### config.mk
export PLATFORM = sky130hd
export DESIGN_NAME = fir_filter_16bit_pcm_core
export DESIGN_NICKNAME = d
export VERILOG_FILES = /design/src/hdl/firpcm_pkg.sv /design/src/hdl/firpcm_tap_store.sv /design/src/hdl/firpcm_mac.sv /design/src/hdl/fir_filter_16bit_pcm_core.sv
export SDC_FILE = /design/constraint.sdc
export NUM_CORES = 2
export LEC_CHECK = 0
export BUFFER_PORTS_ARGS = -buffer_cell sky130_fd_sc_hd__buf_2
export CAP_MARGIN = 20
export CORE_AREA = 2 2 416 418
export DETAILED_ROUTE_END_ITERATION = 7
export DIE_AREA = 0 0 418 420
export HOLD_SLACK_MARGIN = 0.1
export SYNTH_ARGS = -nofsm -noshare
export SYNTH_HDL_FRONTEND = slang
export SYNTH_HIERARCHICAL = 1
export SYNTH_SLANG_ARGS = --single-unit
export TNS_END_PERCENT = 50
### constraint.sdc
create_clock -name clock -period 17.4 [get_ports clock]
set_input_delay 3.48 -clock clock [delete_from_list [all_inputs] [get_ports clock]]
set_output_delay 3.48 -clock clock [all_outputs]
set_load 0.01 [all_outputs]
### src/hdl/firpcm_pkg.sv
// Shared types and constants for the 16-bit PCM FIR filter core.
// Used by firpcm_tap_store, firpcm_mac and fir_filter_16bit_pcm_core.
// Depends on nothing.
package firpcm_pkg;

   localparam int SAMPLE_W        = 16;
   localparam int COEF_W          = 16;
   localparam int INDEX_W         = 5;
   localparam int TAPCNT_W        = 6;
   localparam int MAX_TAPS        = 32;
   localparam int COEFF_FRAC_BITS = 14;

   localparam int ADDR_W = (MAX_TAPS > 1) ? $clog2(MAX_TAPS) : 1;
   localparam int CNT_W  = $clog2(MAX_TAPS + 1);
   localparam int PROD_W = SAMPLE_W + COEF_W;
   localparam int ACC_W  = PROD_W + CNT_W;

   // Word type on the request channel
   localparam logic ACT_FILTER = 1'b0;
   localparam logic ACT_COEFF  = 1'b1;

   typedef enum logic [3:0] {
      ST_IDLE  = 4'b0001,
      ST_RUN   = 4'b0010,
      ST_DRAIN = 4'b0100,
      ST_DONE  = 4'b1000
   } seq_state_type;

   typedef struct packed {
      logic                       hist_we;
      logic [ADDR_W-1:0]          hist_waddr;
      logic signed [SAMPLE_W-1:0] hist_wdata;
      logic                       coef_we;
      logic [ADDR_W-1:0]          coef_waddr;
      logic signed [COEF_W-1:0]   coef_wdata;
      logic                       rd_en;
      logic [ADDR_W-1:0]          hist_raddr;
      logic [ADDR_W-1:0]          coef_raddr;
   } store_cmd_type;

endpackage

### src/hdl/firpcm_tap_store.sv
// Delay line and coefficient memories with per-entry valid bits.
// Entries never written read as zero. Read data is registered.
// Depends on firpcm_pkg.
module firpcm_tap_store (
   input  logic                                  clock,
   input  logic                                  reset,
   input  firpcm_pkg::store_cmd_type             cmd,
   output logic                                  rd_vld,
   output logic signed [firpcm_pkg::SAMPLE_W-1:0] hist_rd_data,
   output logic signed [firpcm_pkg::COEF_W-1:0]   coef_rd_data
);

   logic signed [firpcm_pkg::SAMPLE_W-1:0] hist_mem [firpcm_pkg::MAX_TAPS];
   logic signed [firpcm_pkg::COEF_W-1:0]   coef_mem [firpcm_pkg::MAX_TAPS];
   logic [firpcm_pkg::MAX_TAPS-1:0]        hist_vld_ff;
   logic [firpcm_pkg::MAX_TAPS-1:0]        coef_vld_ff;
   logic                                   rd_vld_ff;
   logic signed [firpcm_pkg::SAMPLE_W-1:0] hist_rd_ff;
   logic signed [firpcm_pkg::COEF_W-1:0]   coef_rd_ff;

   always_ff @(posedge clock) begin
      if (cmd.hist_we) begin
         hist_mem[cmd.hist_waddr] <= cmd.hist_wdata;
      end
      if (cmd.coef_we) begin
         coef_mem[cmd.coef_waddr] <= cmd.coef_wdata;
      end
      if (cmd.rd_en) begin
         hist_rd_ff <= hist_vld_ff[cmd.hist_raddr] ? hist_mem[cmd.hist_raddr] : '0;
         coef_rd_ff <= coef_vld_ff[cmd.coef_raddr] ? coef_mem[cmd.coef_raddr] : '0;
      end
   end

   always_ff @(posedge clock) begin
      if (reset) begin
         hist_vld_ff <= '0;
         coef_vld_ff <= '0;
         rd_vld_ff   <= 1'b0;
      end else begin
         if (cmd.hist_we) begin
            hist_vld_ff[cmd.hist_waddr] <= 1'b1;
         end
         if (cmd.coef_we) begin
            coef_vld_ff[cmd.coef_waddr] <= 1'b1;
         end
         rd_vld_ff <= cmd.rd_en;
      end
   end

   assign rd_vld       = rd_vld_ff;
   assign hist_rd_data = hist_rd_ff;
   assign coef_rd_data = coef_rd_ff;

endmodule

### src/hdl/firpcm_mac.sv
// Shared multiply-accumulate unit: one tap product per cycle, registered,
// then added into the accumulator. Also scales the final sum. Depends on firpcm_pkg.
module firpcm_mac (
   input  logic                                   clock,
   input  logic                                   reset,
   input  logic                                   clear,
   input  logic                                   op_vld,
   input  logic signed [firpcm_pkg::SAMPLE_W-1:0] samp,
   input  logic signed [firpcm_pkg::COEF_W-1:0]   coef,
   output logic                                   busy,
   output logic signed [firpcm_pkg::SAMPLE_W-1:0] result
);

   logic signed [firpcm_pkg::PROD_W-1:0] prod_ff;
   logic signed [firpcm_pkg::PROD_W-1:0] prod_in;
   logic                                 prod_vld_ff;
   logic signed [firpcm_pkg::ACC_W-1:0]  acc_ff;
   logic signed [firpcm_pkg::ACC_W-1:0]  acc_in;
   logic signed [firpcm_pkg::ACC_W-1:0]  bias;
   logic signed [firpcm_pkg::ACC_W-1:0]  biased;
   logic signed [firpcm_pkg::ACC_W-1:0]  quot;

   assign prod_in = samp * coef;

   always_comb begin
      acc_in = acc_ff;
      if (clear) begin
         acc_in = '0;
      end else if (prod_vld_ff) begin
         acc_in = acc_ff + firpcm_pkg::ACC_W'(prod_ff);
      end
   end

   always_ff @(posedge clock) begin
      prod_ff <= prod_in;
   end

   always_ff @(posedge clock) begin
      if (reset) begin
         prod_vld_ff <= 1'b0;
         acc_ff      <= '0;
      end else begin
         prod_vld_ff <= op_vld;
         acc_ff      <= acc_in;
      end
   end

   // Truncate toward zero: bias negative sums before the arithmetic shift
   always_comb begin
      bias = '0;
      if (acc_ff[firpcm_pkg::ACC_W-1]) begin
         bias = firpcm_pkg::ACC_W'((64'd1 << firpcm_pkg::COEFF_FRAC_BITS) - 64'd1);
      end
      biased = acc_ff + bias;
      quot   = biased >>> firpcm_pkg::COEFF_FRAC_BITS;
   end

   assign busy   = prod_vld_ff;
   assign result = $signed(quot[firpcm_pkg::SAMPLE_W-1:0]);

endmodule

### src/hdl/fir_filter_16bit_pcm_core.sv
// Top level of the 16-bit PCM direct-form FIR filter core.
// Instantiates firpcm_tap_store and firpcm_mac; depends on firpcm_pkg.
//
// Each request word either filters one signed 16-bit sample (action 0) or
// loads one signed Q2.14 coefficient (action 1). A sample is pushed into a
// zero-initialized delay line and the core returns the sum over the active
// taps of coefficient times delayed sample, scaled down by 2^14 with
// truncation toward zero and wrapped to 16 bits. The number of taps in use
// comes from csr_tap_count (reset 1, values above 32 act as 32, zero gives a
// zero output). A coefficient word returns no word. After a sample word is
// taken, req_ready stays low through the tap reads, one per active tap,
// a step that closes the run, the drain of the registered read and of the
// product register, and the hand-over of the sum to the output register.
// A new sample word is thus taken only after the last sum is handed over.
// A single shared multiplier handles one tap per cycle behind a registered
// memory read. A finished result waits in the output register, so the next
// request word can be taken while it waits; the hand-over itself holds
// while an older result still sits unread in that register.
// csr_tap_count is meant to be written only while the core is idle.
module fir_filter_16bit_pcm_core (
   input  logic                                   clock,
   input  logic                                   reset,
   input  logic                                   req_valid,
   output logic                                   req_ready,
   input  logic                                   req_action,
   input  logic signed [firpcm_pkg::SAMPLE_W-1:0] req_sample_in,
   input  logic [firpcm_pkg::INDEX_W-1:0]         req_coeff_index,
   input  logic signed [firpcm_pkg::COEF_W-1:0]   req_coeff_value,
   output logic                                   rsp_valid,
   input  logic                                   rsp_ready,
   output logic signed [firpcm_pkg::SAMPLE_W-1:0] rsp_sample_out,
   input  logic                                   csr_valid,
   output logic                                   csr_ready,
   input  logic [firpcm_pkg::TAPCNT_W-1:0]        csr_tap_count
);

   firpcm_pkg::seq_state_type              state_ff, state_in;
   logic [firpcm_pkg::ADDR_W-1:0]          newest_ff, newest_in;
   logic [firpcm_pkg::TAPCNT_W-1:0]        tap_cnt_ff;
   logic [firpcm_pkg::CNT_W-1:0]           tap_idx_ff, tap_idx_in;
   logic [firpcm_pkg::CNT_W-1:0]           taps_eff;
   logic                                   rsp_valid_ff, rsp_valid_in;
   logic signed [firpcm_pkg::SAMPLE_W-1:0] rsp_data_ff;
   logic                                   rsp_load;
   logic                                   req_accept;
   logic                                   samp_accept;
   logic                                   coef_accept;
   logic [firpcm_pkg::ADDR_W-1:0]          newest_next;
   logic [firpcm_pkg::ADDR_W-1:0]          tap_lo;
   logic [firpcm_pkg::ADDR_W-1:0]          hist_raddr;
   firpcm_pkg::store_cmd_type              store_cmd;
   logic                                   rd_vld;
   logic signed [firpcm_pkg::SAMPLE_W-1:0] hist_rd_data;
   logic signed [firpcm_pkg::COEF_W-1:0]   coef_rd_data;
   logic                                   mac_busy;
   logic signed [firpcm_pkg::SAMPLE_W-1:0] mac_result;

   // Take request words only between samples
   assign req_ready   = (state_ff == firpcm_pkg::ST_IDLE);
   assign req_accept  = req_valid && req_ready;
   assign samp_accept = req_accept && (req_action == firpcm_pkg::ACT_FILTER);
   assign coef_accept = req_accept && (req_action == firpcm_pkg::ACT_COEFF);
   assign csr_ready   = 1'b1;

   always_ff @(posedge clock) begin
      if (reset) begin
         tap_cnt_ff <= firpcm_pkg::TAPCNT_W'(1);
      end else if (csr_valid && csr_ready) begin
         tap_cnt_ff <= csr_tap_count;
      end
   end

   // Clamp the tap count to the depth of the delay line
   always_comb begin
      if (int'(tap_cnt_ff) > firpcm_pkg::MAX_TAPS) begin
         taps_eff = firpcm_pkg::CNT_W'(firpcm_pkg::MAX_TAPS);
      end else begin
         taps_eff = firpcm_pkg::CNT_W'(tap_cnt_ff);
      end
   end

   // Advance the newest slot, wrapping at the end of the delay line
   always_comb begin
      if (int'(newest_ff) == firpcm_pkg::MAX_TAPS - 1) begin
         newest_next = '0;
      end else begin
         newest_next = newest_ff + firpcm_pkg::ADDR_W'(1);
      end
   end

   // Slot of the sample tap_idx steps back from the newest
   assign tap_lo = tap_idx_ff[firpcm_pkg::ADDR_W-1:0];
   always_comb begin
      if (newest_ff >= tap_lo) begin
         hist_raddr = newest_ff - tap_lo;
      end else begin
         hist_raddr = firpcm_pkg::ADDR_W'(({1'b0, newest_ff}
                      + (firpcm_pkg::ADDR_W + 1)'(firpcm_pkg::MAX_TAPS))
                      - {1'b0, tap_lo});
      end
   end

   // Sequencer: issue one tap read per cycle, drain the MAC pipe, then
   // hand the scaled sum to the output register once it is free.
   always_comb begin
      state_in   = state_ff;
      newest_in  = newest_ff;
      tap_idx_in = tap_idx_ff;
      rsp_load   = 1'b0;
      store_cmd  = '0;

      store_cmd.hist_waddr = newest_next;
      store_cmd.hist_wdata = req_sample_in;
      store_cmd.coef_waddr = firpcm_pkg::ADDR_W'(req_coeff_index);
      store_cmd.coef_wdata = req_coeff_value;
      store_cmd.hist_raddr = hist_raddr;
      store_cmd.coef_raddr = tap_lo;

      case (state_ff)
         firpcm_pkg::ST_IDLE: begin
            if (samp_accept) begin
               store_cmd.hist_we = 1'b1;
               newest_in         = newest_next;
               tap_idx_in        = '0;
               state_in          = firpcm_pkg::ST_RUN;
            end
            if (coef_accept && (int'(req_coeff_index) < firpcm_pkg::MAX_TAPS)) begin
               store_cmd.coef_we = 1'b1;
            end
         end
         firpcm_pkg::ST_RUN: begin
            if (tap_idx_ff == taps_eff) begin
               state_in = firpcm_pkg::ST_DRAIN;
            end else begin
               store_cmd.rd_en = 1'b1;
               tap_idx_in      = tap_idx_ff + firpcm_pkg::CNT_W'(1);
            end
         end
         firpcm_pkg::ST_DRAIN: begin
            if (!rd_vld && !mac_busy) begin
               state_in = firpcm_pkg::ST_DONE;
            end
         end
         firpcm_pkg::ST_DONE: begin
            if (!rsp_valid_ff || rsp_ready) begin
               rsp_load = 1'b1;
               state_in = firpcm_pkg::ST_IDLE;
            end
         end
         default: begin
            state_in = firpcm_pkg::ST_IDLE;
         end
      endcase
   end

   always_comb begin
      rsp_valid_in = rsp_valid_ff;
      if (rsp_load) begin
         rsp_valid_in = 1'b1;
      end else if (rsp_ready) begin
         rsp_valid_in = 1'b0;
      end
   end

   always_ff @(posedge clock) begin
      if (reset) begin
         state_ff     <= firpcm_pkg::ST_IDLE;
         newest_ff    <= '0;
         tap_idx_ff   <= '0;
         rsp_valid_ff <= 1'b0;
      end else begin
         state_ff     <= state_in;
         newest_ff    <= newest_in;
         tap_idx_ff   <= tap_idx_in;
         rsp_valid_ff <= rsp_valid_in;
      end
   end

   // Hold the result word until it is taken
   always_ff @(posedge clock) begin
      if (rsp_load) begin
         rsp_data_ff <= mac_result;
      end
   end

   assign rsp_valid      = rsp_valid_ff;
   assign rsp_sample_out = rsp_data_ff;

   firpcm_tap_store u_store (
      .clock        (clock),
      .reset        (reset),
      .cmd          (store_cmd),
      .rd_vld       (rd_vld),
      .hist_rd_data (hist_rd_data),
      .coef_rd_data (coef_rd_data)
   );

   firpcm_mac u_mac (
      .clock  (clock),
      .reset  (reset),
      .clear  (samp_accept),
      .op_vld (rd_vld),
      .samp   (hist_rd_data),
      .coef   (coef_rd_data),
      .busy   (mac_busy),
      .result (mac_result)
   );

   // Tap counter never runs past the active tap count
   a_tap_idx_bound: assert property (@(posedge clock) disable iff (reset)
      (state_ff == firpcm_pkg::ST_RUN) |-> (tap_idx_ff <= taps_eff))
      else $error("tap counter ran past the active tap count");

   // A result word appears only when a finished sum is handed over
   a_rsp_from_done: assert property (@(posedge clock) disable iff (reset)
      $rose(rsp_valid_ff) |-> $past(state_ff == firpcm_pkg::ST_DONE))
      else $error("result word raised outside the hand-over step");

   // A coefficient word starts no computation
   a_coef_no_run: assert property (@(posedge clock) disable iff (reset)
      coef_accept |=> (state_ff == firpcm_pkg::ST_IDLE))
      else $error("coefficient word started a computation");

   // The MAC pipe is empty whenever new words can be taken
   a_idle_drained: assert property (@(posedge clock) disable iff (reset)
      (state_ff == firpcm_pkg::ST_IDLE) |-> (!rd_vld && !mac_busy))
      else $error("MAC pipe still busy while idle");

endmodule

* After elaboration in Yosys (flattened, before gate mapping) *
Memory sizes are Yosys's and may differ from the RTL's. A register that Yosys moved wholly into a read port is not among the register bits.
Index checks and enable logic that the tools add are counted.

storage, ports and cells
  register bits after elaboration = 174
  bits of input ports = 49
  RAM bits = 1024
  memories = 2
  output and inout bits = 19
  logic and storage cells = 96

memories
  name              words  bits a word  rd ports  clocked after memory_dff  wr ports  line                    RTL
  u_store.coef_mem  32     16           1         1                         1         firpcm_tap_store.sv:14  logic signed [firpcm_pkg::COEF_W-1:0] coef_mem [firpcm_pkg::MAX_TAPS];
  u_store.hist_mem  32     16           1         1                         1         firpcm_tap_store.sv:13  logic signed [firpcm_pkg::SAMPLE_W-1:0] hist_mem [firpcm_pkg::MAX_TAPS];

operators by class
  equality and inequality tests = 11
  bitwise gates (word level) = 3
  multiply operators = 1
  $lt $le $gt $ge = 8
  multiplexer cells = 34
  $add $sub $neg = 7
  reductions and logical operators = 18

operator list
  operator               count
  $or A32 B32 Y32        2
  $add A38 B32 Y38       1
  $mul A16 B16 Y32       1
  $add A30 B15 Y30       1
  $lt A5 B6 Y1 const B   4
  $mux W1                18
  $mux W6                3
  $mux W4                4
  $pmux W4 S4            1
  $mux W14               1
  $pmux W6 S2            1
  $add A5 B1 Y5 const B  2
  $bmux W1 S5            2
  $demux W1 S5           2
  $ge A5 B1 Y1 const B   2
  $mux W5                2
  $sub A5 B5 Y5          2
  $ne A2 B2 Y1 const B   4
  $add A6 B1 Y6 const B  1
  $eq A6 B6 Y1           1
  $gt A6 B6 Y1 const B   1
  $logic_and A1 B1 Y1    6
  $eq A5 B1 Y1 const B   1
  $ge A5 B5 Y1           1
  13 further kinds       18

* Longest topological paths before layout *
  depth after elaboration = 7
  gate-level depth with buffers = 25
  depth with buffers taken out = 24

* Cells and area by module *
The synthesis kept the hierarchy.

by module, submodules not included
  module                     cells an instance  area an instance (µm²)  instances
  firpcm_tap_store           2231               43324.1                 1
  firpcm_mac                 1650               14473.9                 1
  fir_filter_16bit_pcm_core  166                1804.2                  1

* Worst setup path before layout *
OpenSTA, ideal clock, no wires.

  kind = flip-flop to flip-flop
  start = register u_store.hist_rd_ff, in the netlist u_store/hist_rd_data[15] (read register of u_store.hist_mem)
  end = register u_mac/prod_ff[31] (netlist bit)
  cell stages (with the launch flop) = 23
  setup time = 0.128 ns
  arrival = 6.247 ns
  slack = 11.026 ns
  clock period less this slack = 6.374 ns
  cell sequence = edfxtp_1 > clkbuf_1 > nand2_1 > inv_1 > fa_1 > inv_1 > fa_1 > inv_1 > fa_1 > fa_1 > fa_1 > inv_1 > fa_1 > inv_1 > ha_1 > and3_1 > nand3_1 > or3b_2 > o21ai_0 > a21oi_1 > o31ai_1 > mux2i_1 > nand4_1

between the ends
  word-level cells in the longest chain between the ends = 1

RTL lines
  item                        line                    RTL
  start: declaration          firpcm_tap_store.sv:18  logic signed [firpcm_pkg::SAMPLE_W-1:0] hist_rd_ff;
  $mul A16 B16 Y32            firpcm_mac.sv:23        assign prod_in = samp * coef;
  via u_mac.prod_in, one bit  firpcm_mac.sv:15        logic signed [firpcm_pkg::PROD_W-1:0] prod_in;
  end signal: assignment      firpcm_mac.sv:35        prod_ff <= prod_in;
  end: declaration            firpcm_mac.sv:14        logic signed [firpcm_pkg::PROD_W-1:0] prod_ff;

The timed path passes the listed nets, and every way through them passes these cells.
A chain may end at the register's enable or synchronous reset.

* Final worst setup path *
  start = register u_store.coef_rd_ff, in the netlist u_store/coef_rd_data[2] (read register of u_store.coef_mem)
  end = register u_mac/prod_ff[31] (netlist bit)

between the ends
  word-level cells in the longest chain between the ends = 1

RTL lines
  item                        line                    RTL
  start: declaration          firpcm_tap_store.sv:19  logic signed [firpcm_pkg::COEF_W-1:0] coef_rd_ff;
  $mul A16 B16 Y32            firpcm_mac.sv:23
  via u_mac.prod_in, one bit  firpcm_mac.sv:15

The timed path passes the listed nets, and every way through them passes these cells.

==> impl_metrics.toml <==
[route]
ant_nets = 0
post-route-drc-count = 0
drtPass1Iterations = 5
wl_per_cell_um = 21.9
routed_via_density = 5.14
wirelength_um = 142000
vias = 33400
dr.first_iter.drc_count = 2442

[die]
die_h_um = 420
initial_core_util_pct = 34.9
coreArea_mm2 = 0.171
die_x_um = 418
num_rows = 152
ios = 68
dieArea_mm2 = 0.176

[sta]
slew_headroom_pct = 27.8
tns_ns = 0
drv_slew = 0
finClkSkew_ns = 0.0425
fin_crit_ns = 7.09
layout_setup_ws_ns = 10.31
hold_violations = 0
worst_slew_pin_slew_ns = 1.07
rsz0062_at_grt = "false"
fmax_ghz = 0.141
fin_crit_sh_pct = 40.7
finalSetupViolCount = 0

[worst_setup_path]
cp_max_fo = 16
cp_top_family = "adder cells"
end_kind = "flop"
critPathArrivalTime_ns = 7.73
crit_cells = 20
path_cells = "and2_1 -> fa_1 -> inv_1 -> fa_1 -> inv_1 -> fa_1 -> fa_1 -> fa_1 -> inv_1 -> fa_1 -> inv_1 -> ha_1 -> and3_1 -> nand3_1 -> or3b_2 -> o21ai_0 -> a21oi_1 -> o31ai_1 -> mux2i_1 -> nand4_1"
critPathKind = "flop to flop"
r2r_slack_ns = 10.31
cp_slowest_stage_delay_ns = 0.65
crit_required_ns = 18.04
startpoint_type = "flop"
critPathBufInv = 4
path_common_cell = "fa_1"
cpMaxStageDelayCell = "edfxtp_1"
ff2ff_path_depth = 20

[clock_tree]
post-cts-setup-buffers = 0
cts_tree = "done"
clock_latency_ns = 0.78
path_clk_slew_ns = 0.06
numClockSinks = 1230
cts-htree-levels = 4
cts_buffer_depth = 3
cts_hold_buf = 0
cts_buffers = 134
ctsResizeCount = 0
clk_root_buffer_cell = "clkbuf_16"

[synth]
synth_top_cell_by_area = "edfxtp_1"
syn-cell-area_mm2 = 0.0596
synth_edf_count = 1072
post-synth-top-count-cell = "edfxtp_1"
syn_area_per_cell_um2 = 14.7
synthTopCellsByCount = "edfxtp_1 (1072), inv_1 (354), mux2i_1 (289)"
ys.flop_type = "edfxtp_1"
synth_top_area_share_pct = 54.0
synth-seq-cells = 1230
netlist_top_cells_area = "edfxtp_1 (54%), fa_1 (8.9%), dfxtp_1 (5.3%)"
syn-instance-count = 4047
syn_nets = 4499
ys_seq_area_share_pct = 59.3
async_flop_share_pct = 0
yosysUniqueCellTypes = 90
ys_warn_count = 6

[global_routing]
grt_antenna_before_repair = 5
top_usage_layer = "met2"
grt_overflow = 0
grt_first_pass_wirelength_um = 215000
grt_use_total_pct = 16.3
met1_usage_pct = 21.8
grt_use_met3_pct = 3.34
use_met2_pct = 26.3
grt_max_degree = 90
grt_pass1_vias = 34300

[hold_path]
min_path_cells = 1
hold_path.class = "flop to flop"

[place]
dp_slack_ns = 10.32
dpl.hpwl_um = 87800
place_congestion = 0.826
numPortBuffers = 66

[job]
max_cap_violations = 0

[cells_and_area]
area_growth_pct = 12.4
drive_above_1_share_pct = 13.9
fin_nets = 4600

[pwr]
irDropWorstVdd_v = 0.0000904
powerDensity_mw_per_mm2 = 96.5
p_leak_nw = 23.5

[outcome]
status = "completed"
-- state kept, by name (all words and copies together) (netlist names) --
register / cells
newest_ff: 5
rsp_sample_out: 16
rsp_valid: 1
state_ff: 4
tap_cnt_ff: 6
tap_idx_ff: 6
u_mac/acc_ff: 38
u_mac/busy: 1
u_mac/prod_ff: 32
u_store/coef_mem: 512
u_store/coef_rd_data: 16
u_store/coef_vld_ff: 32
u_store/hist_mem: 512
u_store/hist_rd_data: 16
u_store/hist_vld_ff: 32
u_store/rd_vld: 1
-- placed cells by master (no fill, tap or decap), drive strengths merged, types with 10 or more instances in the layout --
cell    instances
and2          129
o211a          33
fa            264
inv           364
o21ai          73
and3           11
nand2         189
a211oi         11
nand3          76
xnor2          55
clkinv         53
nand2b         13
dfxtp         158
xor2           26
nand3b         14
ha            139
or3            10
nand4          13
o21a           49
o32a           32
nor2b          21
nor3           29
a21o           29
a21oi          75
buf           157
o211ai         10
mux4          140
mux2i         289
edfxtp       1072
a221oi        129
clkbuf        181
a22oi          32
nor2          276
-- path summary, 6_finish.rpt --
path,from,to
worst max-delay path,u_store/coef_rd_data[2],u_mac/prod_ff[31]
worst min-delay path,u_store/rd_vld,u_mac/busy
worst max register to register,u_store/coef_rd_data[2],u_mac/prod_ff[31]
worst min register to register,u_store/rd_vld,u_mac/busy
-- worst reg2reg max path, cell delays in order (launching register included) --
cell and delay [ns]:
edfxtp_1 0.65, and2_1 0.30, fa_1 0.58, inv_1 0.14, fa_1 0.58, inv_1 0.06, fa_1 0.52, fa_1 0.45
fa_1 0.56, inv_1 0.06, fa_1 0.52, inv_1 0.04, ha_1 0.35, and3_1 0.22, nand3_1 0.08, or3b_2 0.44
o21ai_0 0.44, a21oi_1 0.20, o31ai_1 0.43, mux2i_1 0.23, nand4_1 0.09
-- cell families (layout without fill, tap and decap cells) --
family	Yosys count	in the layout	synth area share [%]
flip-flops	1230	1230	59.3
AND/OR/NAND/NOR	811	811	6.56
buffers and inverters	553	763	4.03
AO/OA/AOI/OAI	535	535	6.89
multiplexers	433	433	10.2
adder cells (fa/ha/maj)	403	403	11.8
XOR/XNOR	81	81	1.19
other	1	5	0.00629
-- per-stage QoR --
step / instances / cell area (um^2) / total power (W) / hold WS, ns / util (%)
after global placement: 6241 / 62600 / 0.00374 / 0.444 / 36.6
after floorplan: 4047 / 59600 / 0.00362 / 0.435 / -
after global routing: 6491 / 67000 / 0.00670 / 0.482 / 39.2
after detailed placement: 6242 / 62600 / 0.00375 / 0.453 / 36.6
after CTS: 6487 / 66900 / 0.00654 / 0.460 / 39.1
final: 6494 / 67000 / 0.00646 / 0.458 / 39.2
-- layer usage --
metal / up-vias / share of wire, %
li1: 15200 / -
met1: 17100 / 44
met2: 852 / 47
met3: 224 / 5.8
met4: 8 / 3.0
met5: - / 0.040
-- power breakdown --
group          switching (W)  internal, W
clock                0.00121      0.00157
sequential         0.0000206      0.00323
combinational       0.000265     0.000164
total                0.00149      0.00497
-- final cells by class --
class,count,area (um^2)
antenna,4,10.0
clock buffer,181,3560
clock inverter,64,779
fill,15700,104000
inverter,361,1370
multi-input combinational,2264,22000
sequential,1230,35400
tap,2233,2790
timing repair buffer,157,1070
Note: power is estimated with default switching activity, not from simulation.
